<file path="src/rtl/bsfr_pkg.sv">
// Shared types and constants for the byte-stuffed frame receiver.
package bsfr_pkg;

   localparam int unsigned MAX_FRAME_BYTES = 512;
   localparam int unsigned COUNT_WIDTH     = 10;
   localparam int unsigned CSR_INDEX_WIDTH = 2;
   localparam int unsigned CSR_DATA_WIDTH  = 16;

   localparam logic [CSR_INDEX_WIDTH-1:0] CSR_FLAG_VALUE     = 2'd0;
   localparam logic [CSR_INDEX_WIDTH-1:0] CSR_ESCAPE_VALUE   = 2'd1;
   localparam logic [CSR_INDEX_WIDTH-1:0] CSR_CRC_POLYNOMIAL = 2'd2;
   localparam logic [CSR_INDEX_WIDTH-1:0] CSR_CRC_START      = 2'd3;

   localparam logic [7:0]  FLAG_RESET   = 8'h7E;
   localparam logic [7:0]  ESCAPE_RESET = 8'h7D;
   localparam logic [15:0] POLY_RESET   = 16'hA001;
   localparam logic [15:0] START_RESET  = 16'hFFFF;

   localparam logic [7:0] ESCAPE_XOR = 8'h20;

   // Nonempty frames of this many bytes or fewer are reported as too short
   localparam logic [COUNT_WIDTH-1:0] SHORT_LIMIT = COUNT_WIDTH'(6);
   // Depth of the delay line that hides the trailing CRC
   localparam logic [COUNT_WIDTH-1:0] HOLD_DEPTH  = COUNT_WIDTH'(2);
   localparam logic [COUNT_WIDTH-1:0] COUNT_LIMIT = COUNT_WIDTH'(MAX_FRAME_BYTES);

   typedef enum logic [2:0] {
      KIND_PAYLOAD   = 3'd0,
      KIND_OK        = 3'd1,
      KIND_CRC_ERROR = 3'd2,
      KIND_TOO_LONG  = 3'd3,
      KIND_TOO_SHORT = 3'd4
   } kind_type;

   typedef struct packed {
      logic       valid;
      kind_type   kind;
      logic [7:0] payload;
   } result_type;

endpackage

</file>
<file path="src/rtl/bsfr_crc16.sv">
// Reflected CRC-16 update over one byte, unrolled over its eight bits.
module bsfr_crc16 (
   input  logic [15:0] crc_i,
   input  logic [7:0]  data_i,
   input  logic [15:0] poly_i,
   output logic [15:0] crc_o
);

   always_comb begin
      logic [15:0] c;
      c = crc_i ^ {8'h00, data_i};
      for (int i = 0; i < 8; i++) begin
         if (c[0]) begin
            c = (c >> 1) ^ poly_i;
         end else begin
            c = c >> 1;
         end
      end
      crc_o = c;
   end

endmodule

</file>
<file path="src/rtl/bsfr_deframer.sv">
// Frame state, unstuffing, delay line, CRC check and control registers.
module bsfr_deframer (
   input  logic                                 clock,
   input  logic                                 reset,
   input  logic                                 csr_wr_en,
   input  logic [bsfr_pkg::CSR_INDEX_WIDTH-1:0] csr_index,
   input  logic [bsfr_pkg::CSR_DATA_WIDTH-1:0]  csr_wdata,
   input  logic                                 step,
   input  logic [7:0]                           rx_byte,
   output bsfr_pkg::result_type                 result
);
   import bsfr_pkg::*;

   logic [7:0]             flag_ff, flag_in;
   logic [7:0]             escape_ff, escape_in;
   logic [15:0]            poly_ff, poly_in;
   logic [15:0]            start_ff, start_in;

   logic                   in_frame_ff, in_frame_in;
   logic                   esc_pending_ff, esc_pending_in;
   logic [COUNT_WIDTH-1:0] count_ff, count_in;
   logic [7:0]             held_ff [2];
   logic [7:0]             held_in [2];
   logic [15:0]            crc_ff, crc_in;
   logic [15:0]            crc_next;

   bsfr_crc16 u_crc (
      .crc_i  (crc_ff),
      .data_i (held_ff[0]),
      .poly_i (poly_ff),
      .crc_o  (crc_next)
   );

   always_comb begin
      flag_in   = flag_ff;
      escape_in = escape_ff;
      poly_in   = poly_ff;
      start_in  = start_ff;
      if (csr_wr_en) begin
         case (csr_index)
            CSR_FLAG_VALUE:     flag_in   = csr_wdata[7:0];
            CSR_ESCAPE_VALUE:   escape_in = csr_wdata[7:0];
            CSR_CRC_POLYNOMIAL: poly_in   = csr_wdata;
            CSR_CRC_START:      start_in  = csr_wdata;
            default:            ;
         endcase
      end
   end

   always_comb begin
      logic [7:0] b;
      in_frame_in    = in_frame_ff;
      esc_pending_in = esc_pending_ff;
      count_in       = count_ff;
      held_in[0]     = held_ff[0];
      held_in[1]     = held_ff[1];
      crc_in         = crc_ff;
      result         = '{valid: 1'b0, kind: KIND_PAYLOAD, payload: 8'h00};
      b              = esc_pending_ff ? (rx_byte ^ ESCAPE_XOR) : rx_byte;

      if (step) begin
         if (rx_byte == flag_ff) begin
            if (in_frame_ff && count_ff > SHORT_LIMIT) begin
               result.valid = 1'b1;
               result.kind  = (crc_ff == {held_ff[1], held_ff[0]}) ? KIND_OK : KIND_CRC_ERROR;
               in_frame_in  = 1'b0;
            end else begin
               if (in_frame_ff && count_ff != '0) begin
                  result.valid = 1'b1;
                  result.kind  = KIND_TOO_SHORT;
               end
               in_frame_in = 1'b1;
            end
            esc_pending_in = 1'b0;
            count_in       = '0;
            held_in[0]     = 8'h00;
            held_in[1]     = 8'h00;
            crc_in         = start_ff;
         end else if (in_frame_ff) begin
            if (rx_byte == escape_ff) begin
               esc_pending_in = 1'b1;
            end else if (count_ff >= COUNT_LIMIT) begin
               result.valid   = 1'b1;
               result.kind    = KIND_TOO_LONG;
               in_frame_in    = 1'b0;
               esc_pending_in = 1'b0;
               count_in       = '0;
               held_in[0]     = 8'h00;
               held_in[1]     = 8'h00;
               crc_in         = start_ff;
            end else begin
               // oldest held byte leaves the delay line as payload
               if (count_ff >= HOLD_DEPTH) begin
                  result.valid   = 1'b1;
                  result.kind    = KIND_PAYLOAD;
                  result.payload = held_ff[0];
                  crc_in         = crc_next;
               end
               esc_pending_in = 1'b0;
               held_in[0]     = held_ff[1];
               held_in[1]     = b;
               count_in       = count_ff + 1'b1;
            end
         end
      end
   end

   always_ff @(posedge clock) begin
      if (reset) begin
         flag_ff        <= FLAG_RESET;
         escape_ff      <= ESCAPE_RESET;
         poly_ff        <= POLY_RESET;
         start_ff       <= START_RESET;
         in_frame_ff    <= 1'b0;
         esc_pending_ff <= 1'b0;
         count_ff       <= '0;
         held_ff[0]     <= 8'h00;
         held_ff[1]     <= 8'h00;
         crc_ff         <= START_RESET;
      end else begin
         flag_ff        <= flag_in;
         escape_ff      <= escape_in;
         poly_ff        <= poly_in;
         start_ff       <= start_in;
         in_frame_ff    <= in_frame_in;
         esc_pending_ff <= esc_pending_in;
         count_ff       <= count_in;
         held_ff[0]     <= held_in[0];
         held_ff[1]     <= held_in[1];
         crc_ff         <= crc_in;
      end
   end

   a_idle_count_clear: assert property (@(posedge clock) disable iff (reset)
      !in_frame_ff |-> count_ff == '0)
      else $error("byte count not cleared outside a frame");

   a_idle_no_escape: assert property (@(posedge clock) disable iff (reset)
      !in_frame_ff |-> !esc_pending_ff)
      else $error("escape pending outside a frame");

   a_count_bound: assert property (@(posedge clock) disable iff (reset)
      count_ff <= COUNT_LIMIT)
      else $error("byte count beyond frame limit");

   a_payload_in_frame: assert property (@(posedge clock) disable iff (reset)
      step && result.valid && result.kind == KIND_PAYLOAD |=> in_frame_ff && count_ff > HOLD_DEPTH)
      else $error("payload beat emitted outside a frame");

endmodule

</file>
<file path="src/rtl/byte_stuffed_frame_receiver.sv">
// Top level: input register, deframer and result register with handshakes.
//
//  channel  dir  ports                          contents
//  req      in   req_tvalid/tready/tdata        tdata[7:0] rx_byte
//  rsp      out  rsp_tvalid/tready/tdata/tuser  tdata[7:0] payload, tuser[2:0] kind
//  csr      in   csr_wr_en/index/wdata          flag, escape, polynomial, crc start
//
// One beat per cycle sustained while the result side is ready; whatever a beat causes is
// registered through the input register, then deframer logic into the result register.
// A payload byte leaves when the second byte after it arrives (two-byte delay line).
// The CRC is a single-byte unrolled update, registered in the deframer.
// Synchronous active-high reset; control registers back to their defaults.
// A stalled result holds the deframer and the input register; a new beat is still taken
// whenever the input register is empty or its byte can move on in the same cycle.
module byte_stuffed_frame_receiver (
   input  logic                                 clock,
   input  logic                                 reset,
   input  logic                                 req_tvalid,
   output logic                                 req_tready,
   input  logic [7:0]                           req_tdata,   // [7:0] rx_byte
   output logic                                 rsp_tvalid,
   input  logic                                 rsp_tready,
   output logic [7:0]                           rsp_tdata,   // [7:0] payload
   output logic [2:0]                           rsp_tuser,   // [2:0] kind
   input  logic                                 csr_wr_en,
   input  logic [bsfr_pkg::CSR_INDEX_WIDTH-1:0] csr_index,
   input  logic [bsfr_pkg::CSR_DATA_WIDTH-1:0]  csr_wdata
);
   import bsfr_pkg::*;

   logic       in_valid_ff, in_valid_in;
   logic [7:0] in_byte_ff, in_byte_in;
   logic       out_valid_ff, out_valid_in;
   kind_type   out_kind_ff, out_kind_in;
   logic [7:0] out_data_ff, out_data_in;
   logic       advance;
   result_type result;

   bsfr_deframer u_deframer (
      .clock     (clock),
      .reset     (reset),
      .csr_wr_en (csr_wr_en),
      .csr_index (csr_index),
      .csr_wdata (csr_wdata),
      .step      (advance),
      .rx_byte   (in_byte_ff),
      .result    (result)
   );

   assign advance    = in_valid_ff && (!out_valid_ff || rsp_tready);
   assign req_tready = !in_valid_ff || advance;

   always_comb begin
      in_valid_in  = in_valid_ff;
      in_byte_in   = in_byte_ff;
      out_valid_in = out_valid_ff;
      out_kind_in  = out_kind_ff;
      out_data_in  = out_data_ff;
      if (req_tready) begin
         in_valid_in = req_tvalid;
         in_byte_in  = req_tdata;
      end
      if (advance && result.valid) begin
         out_valid_in = 1'b1;
         out_kind_in  = result.kind;
         out_data_in  = result.payload;
      end else if (rsp_tready) begin
         out_valid_in = 1'b0;
      end
   end

   always_ff @(posedge clock) begin
      if (reset) begin
         in_valid_ff  <= 1'b0;
         out_valid_ff <= 1'b0;
      end else begin
         in_valid_ff  <= in_valid_in;
         out_valid_ff <= out_valid_in;
      end
      in_byte_ff  <= in_byte_in;
      out_kind_ff <= out_kind_in;
      out_data_ff <= out_data_in;
   end

   assign rsp_tvalid = out_valid_ff;
   assign rsp_tdata  = out_data_ff;
   assign rsp_tuser  = out_kind_ff;

endmodule

</file>
<file path="config.mk">
export PLATFORM = sky130hd
export DESIGN_NAME = byte_stuffed_frame_receiver
export DESIGN_NICKNAME = d
export VERILOG_FILES = /design/src/rtl/bsfr_pkg.sv /design/src/rtl/bsfr_crc16.sv /design/src/rtl/bsfr_deframer.sv /design/src/rtl/byte_stuffed_frame_receiver.sv
export SDC_FILE = /design/constraint.sdc
export NUM_CORES = 1
export LEC_CHECK = 0
export ABC_AREA = 1
export BUFFER_PORTS_ARGS = -buffer_cell sky130_fd_sc_hd__buf_2
export CORE_MARGIN = 2
export CORE_UTILIZATION = 56
export DETAILED_ROUTE_END_ITERATION = 8
export GPL_TIMING_DRIVEN = 0
export PLACE_DENSITY = 0.77
export SLEW_MARGIN = 0
export SYNTH_ARGS = -nofsm -noshare
export SYNTH_HDL_FRONTEND = slang
export SYNTH_SLANG_ARGS = --single-unit
</file>
<file path="constraint.sdc">
create_clock -name clock -period 2.6 [get_ports clock]
set_input_delay 0.52 -clock clock [delete_from_list [all_inputs] [get_ports clock]]
set_output_delay 0.52 -clock clock [all_outputs]
set_load 0.005 [all_outputs]
</file>
# Word-level counts from Yosys, hierarchy flattened
# Memory sizes are Yosys's and may differ from the RTL's.
# Index checks and enable logic that the tools add are counted.
# word_totals
regBits	97
ram_bits	16
elab_cells	110
memories	1
# op_classes
add_sub_neg	1
n_lt_le_gt_ge	3
eq_ne	7
muxes	49
bitwise_logic	15
reduce_logical	21
# memory_table
name	depth	word_bits	read_ports	rd_clocked_by_memory_dff	write_ports	line	rtl
u_deframer.held_ff	2	8	2	0	2	bsfr_deframer.sv:22	logic [7:0] held_ff [2];
# op_table
operator	count
two-way mux 16 bit	18
bitwise XOR 15 x 16 -> 16 bit	8
two-way mux 12 bit	4
two-way mux 10 bit	4
two-way mux 8 bit	4
== test 16 bit	1
== test 8 bit	2
two-way mux 4 bit	4
bitwise XOR 16 x 8 -> 16 bit	1
two-way mux 1 bit	13
adder 10 x 1 -> 10 bit, second input constant	1
>= comparator 10 bit, second input constant	1
>= comparator 10 x 2 -> 1 bit, second input constant	1
greater-than comparator 10 x 3 -> 1 bit, second input constant	1
AND reduction 2 bit	5
nonzero test 10 bit	1
two-way mux 6 bit	1
OR reduction 6 bit	1
== test 2 bit, second input constant	2
logical AND 1 bit	4
NOT 1 bit	4
AND reduction 4 bit	1
nonzero test 2 bit	2
AND reduction 3 bit	1
other kinds (8)	11

# Depth between registers and ports, before layout
# An unclocked memory read counts as a cell.
# logic_depth
word_depth	23
depth_mapped	31

# Hierarchy
# A second synthesis with hierarchy kept.
# unflattened
hier_cells	1332
hier_area_um2	8294.2
# modules_own_cells
module	n_inst	cells_per_inst	area_each_um2	seq_area_each_um2
bsfr_deframer	1	732	4912.2	1841.8
bsfr_crc16	1	565	2713.9	0.0
byte_stuffed_frame_receiver	1	35	668.1	610.6

# Worst setup path before layout
# OpenSTA, ideal clock, no wires.
# synth_path
kind	flip-flop to flip-flop
startpoint	register u_deframer.crc_ff[0]
endpoint	register u_deframer.crc_ff[3]
t_arrival_ns	2.509
slack_ns	-0.021
stages_incl_launch_ff	25
n_path_buf	1
cell_sequence	dfxtp_1 > inv_1 > nand2_1 > nand2_1 > o21ai_1 > nand2_1 > nand2_2 > inv_2 > nor2_4 > nand3_2 > nand2_4 > nand2_2 > xnor2_1 > nand2_4 > nand3_1 > nor2_1 > nor2_2 > inv_1 > nand2_4 > buf_2 > nand3_1 > nand2_1 > nand3_1 > nand2_1 > nand2_1
# synth_via
elab_chain_len	21
# synth_lines
element	line	rtl
from (decl)	bsfr_deframer.sv:24	logic [15:0] crc_ff, crc_in;
from (signal assigned)	bsfr_deframer.sv:130	crc_ff <= crc_in;
bitwise XOR 16 x 8 -> 16 bit *	bsfr_crc16.sv:11	c = crc_i ^ {8'h00, data_i};
two-way mux 16 bit *	bsfr_crc16.sv:13	if (c[0]) begin
bitwise XOR 15 x 16 -> 16 bit	bsfr_crc16.sv:14	c = (c >> 1) ^ poly_i;
two-way mux 16 bit *	bsfr_crc16.sv:13	
bitwise XOR 15 x 16 -> 16 bit	bsfr_crc16.sv:14	
two-way mux 16 bit *	bsfr_crc16.sv:13	
bitwise XOR 15 x 16 -> 16 bit	bsfr_crc16.sv:14	
two-way mux 16 bit *	bsfr_crc16.sv:13	
[5 not listed]	n/a	
two-way mux 16 bit *	bsfr_crc16.sv:13	
bitwise XOR 15 x 16 -> 16 bit	bsfr_crc16.sv:14	
two-way mux 16 bit *	bsfr_crc16.sv:13	
two-way mux 16 bit *	bsfr_deframer.sv:93	if (count_ff >= HOLD_DEPTH) begin
two-way mux 16 bit *	bsfr_deframer.sv:82	end else if (count_ff >= COUNT_LIMIT) begin
two-way mux 16 bit *	bsfr_deframer.sv:80	if (rx_byte == escape_ff) begin
two-way mux 16 bit *	bsfr_deframer.sv:79	end else if (in_frame_ff) begin
two-way mux 16 bit *	bsfr_deframer.sv:62	if (rx_byte == flag_ff) begin
# Every way passes the cells marked *; elsewhere a longest branch is shown, timed or not. The select of a mux whose other input is x is not followed.
# A chain may end at the register's enable or synchronous reset.

==> impl_metrics.toml <==
[status]
status = "complete, but fails checks"
violations = "setup timing"

[global_route]
grt.overflow.total = 0
grt_start_max_net_pins = 17
grt.total_usage_pct = 31.9
grt_pass1_vias = 7441
grt_pass1_wl_um = 36100
antenna_found_initial = 0

[yosys]
avgSynthCellArea_um2 = 6.40
syn_inst = 1149
syn_nets = 1183
ys_ff_latch = 113
ys_types = 41
syn_area_um2 = 7360
synth_warnings = 0
seq_area_frac_synth_pct = 33.3

[detailed_routing]
first_pass_iters = 7
postRouteAntennaNets = 0
routed_wl_um = 23000
drc = 0
drtIter0Drc = 690
vias = 7872
viasPerCell = 5.52
wl_per_cell_um = 16.1

[die]
fp.coreArea_um2 = 12700
io_pins = 44
die_x_um = 119
dieHeight_um = 119
row_count = 41
die-area_um2 = 14100
start_util_pct = 57.8

[placed_design]
gp_congestion = 0.931
io_buffers = 43
hpwl_um = 15200

[clock_network]
clock_latency_ns = 0.42
cts-root-buf = "clkbuf_16"
cts-htree-levels = 4
clk_pin_slew_ns = 0.05
tritoncts = "yes"
clock_sinks = 113
cts_buffer_depth = 2
numCtsBuffers = 17

[critical_path]
slowest_stage = "dfxtp_4"
reg2reg_from = "u_deframer.held_ff[0][0]$_SDFFE_PP0P_"
critPathMostFrequentCell = "nand2_1"
critical_path_class = "reg2reg"
startpoint = "u_deframer.held_ff[0][0]$_SDFFE_PP0P_"
regToRegSetupSlack_ns = -0.55
critPathCapture = "u_deframer.crc_ff[8]$_SDFFE_PP1P_"
r2r_cells = 29
crit_path_end_kind = "register"
r2r_end = "u_deframer.crc_ff[8]$_SDFFE_PP1P_"
cp-start-kind = "register"
cp_data_required_time_ns = 2.91
cp.arrival_ns = 3.46
critical_path.max_stage_delay_ns = 0.39
critPathMaxFanout = 7

[power_and_ir_drop]
power_leakage_nw = 4.45
power_density_nw_per_um2 = 678
ir_worst_vdd_uv = 757
finalPower_mw = 6.49

[sta]
setup_slack_ns = -0.551
slew_headroom_pct = 35.1
hold_viol = 0
fin_crit_sh_pct = 121
setup_violations = 16
skew_ns = 0.00779
tns_ns = -8.06
rsz0062_at_grt = "true"
worstMarginPinSlew_ns = 0.967
fmax_ghz = 0.317
maxSlewViolCount = 0
fin_crit_ns = 3.15

[final_layout]
final_cell_mix = "305 x nand2_1, 123 x inv_1, 114 x nand3_1"
syn_to_final_growth_pct = 30.1
final_util_pct = 75.2
n_fill_cell = 1010
nets = 1275
num_antenna_cells = 0
drive_gt1_share_pct = 23.6
final_common_cell = "nand2_1"

[worst_hold_path]
min_path_type = "in2reg"

[flow_run]
maxCapViolCount = 0
how the worst min path moves through the flow:
stage / slack, ns / start / endpoint / depth (start not counted)
CTS: 0.27 / req_tdata[5] / in_byte_ff[5]$_DFFE_PP_ / 1
global placement: 0.44 / u_deframer.start_ff[0]$_SDFFE_PP1P_ / u_deframer.start_ff[0]$_SDFFE_PP1P_ / 2
global route: 0.27 / req_tdata[2] / in_byte_ff[2]$_DFFE_PP_ / 1
detailed placement: 0.45 / u_deframer.start_ff[0]$_SDFFE_PP1P_ / u_deframer.start_ff[0]$_SDFFE_PP1P_ / 2
floorplan: 0.43 / u_deframer.start_ff[15]$_SDFFE_PP1P_ / u_deframer.start_ff[15]$_SDFFE_PP1P_ / 2
finish: 0.28 / req_tdata[1] / in_byte_ff[1]$_DFFE_PP_ / 1
layer usage:
metal	vias to the layer above	global-route usage (%)	wire length [um]
met5	-	0	0
met4	0	16.5	1130
met3	97	6.37	1240
met2	300	54.1	11300
met1	3648	38.1	9360
li1	3827	-	-
sequential cells by signal (all words and copies together), names as in the netlist:
signal,flops
u_deframer.crc_ff,16
u_deframer.held_ff,16
u_deframer.poly_ff,16
u_deframer.start_ff,16
u_deframer.count_ff,10
in_byte_ff,8
rsp_tdata,8
u_deframer.escape_ff,8
u_deframer.flag_ff,8
rsp_tuser,3
in_valid_ff,1
rsp_tvalid,1
u_deframer.esc_pending_ff,1
u_deframer.in_frame_ff,1
cells in the mapped netlist:
master    instances  area [um^2]
clkbuf_1         29          109
o21ai_0          47          235
o211ai_1          4         30.0
nand3_1         139          696
nand2_1         362         1360
nand3_2           7         70.1
nor4b_1           1         8.76
buf_2            13         65.1
o31ai_1           1         7.51
o21ai_1           4         20.0
nand3b_1          1         7.51
edfxtp_1         19          571
inv_2             5         18.8
or2_2             6         37.5
o21a_1            2         15.0
o32ai_1          12          105
nor4_1            1         6.26
xnor2_1          38          333
buf_1             2         7.51
nand2b_1          2         12.5
clkinv_1          1         3.75
a31o_2            1         8.76
xor2_1           38          333
o21bai_1          2         15.0
nor2_4            1         11.3
buf_6             3         33.8
buf_4             1         7.51
nor3b_1           1         7.51
a31oi_1           3         18.8
inv_1           135          507
nand4_1           7         43.8
a22oi_1           1         7.51
dfxtp_1          94         1880
and3_1            1         6.26
nand2_4           5         56.3
nand2_2           9         56.3
nor3_1           10         50.1
a21oi_1          27          135
ha_1              3         37.5
nor2_1          109          409
nor2_2            2         12.5
where the power goes:
part | internal (mW) | leakage (nW) | switching, mW
registers | 1.82 | 0.940 | 0.0436
logic | 0.829 | 3.19 | 1.24
clock network | 1.77 | 0.320 | 0.784
area by class of cell:
| type | instances | area [um^2] | area share [%] |
|---|---|---|---|
| Tap cell | 172 | 215 | 2.25 |
| Multi-Input combinational cell | 848 | 4830 | 50.5 |
| Timing Repair Buffer | 75 | 567 | 5.92 |
| Clock buffer | 22 | 474 | 4.95 |
| Buffer | 45 | 290 | 3.03 |
| Clock inverter | 10 | 181 | 1.90 |
| Inverter | 141 | 542 | 5.66 |
| Sequential cell | 113 | 2470 | 25.8 |
kinds of logic (layout without fill, tap and decap cells):
| logic type | after synthesis | after routing | synth area share [%] |
|---|---|---|---|
| xor gates and xnor gates | 76 | 76 | 9.05 |
| and+or+nand+nor | 664 | 665 | 38.7 |
| adders and majority gates | 3 | 3 | 0.510 |
| DFF | 113 | 113 | 33.3 |
| buffers and inverters | 189 | 293 | 10.2 |
| AOI/OAI and AO/OA | 104 | 104 | 8.13 |
timing repair:
action | CTS | global route
resized for setup | 104 | 127
endpoints found under the setup margin | 62 | 49
pin swaps | 47 | 83
hold buffers | 0 | 0
gates cloned | 3 | 2
setup buffers | 23 | 5
worst max-delay path, delay by kind of cell (launching register included):
kind / cells / cell delay [ns]
buffers and inverters: 7 / 0.71
flip-flops: 1 / 0.39
AND/OR/NAND/NOR: 22 / 1.93
stage by stage:
| step | hold WS (ns) | std cells | instance area, um^2 | setup WS (ns) |
|---|---|---|---|---|
| 2_1_floorplan | 0.429 | 1149 | 7370 | -0.0103 |
| 3_3_place_gp | 0.443 | 1364 | 7800 | -0.974 |
| 3_5_place_dp | 0.446 | 1364 | 7800 | -1.06 |
| 4_1_cts | 0.271 | 1420 | 9090 | -0.437 |
| 5_1_grt | 0.273 | 1426 | 9570 | -0.705 |
| 6_report | 0.279 | 1426 | 9570 | -0.551 |
Note: power is estimated with default switching activity, not from simulation.
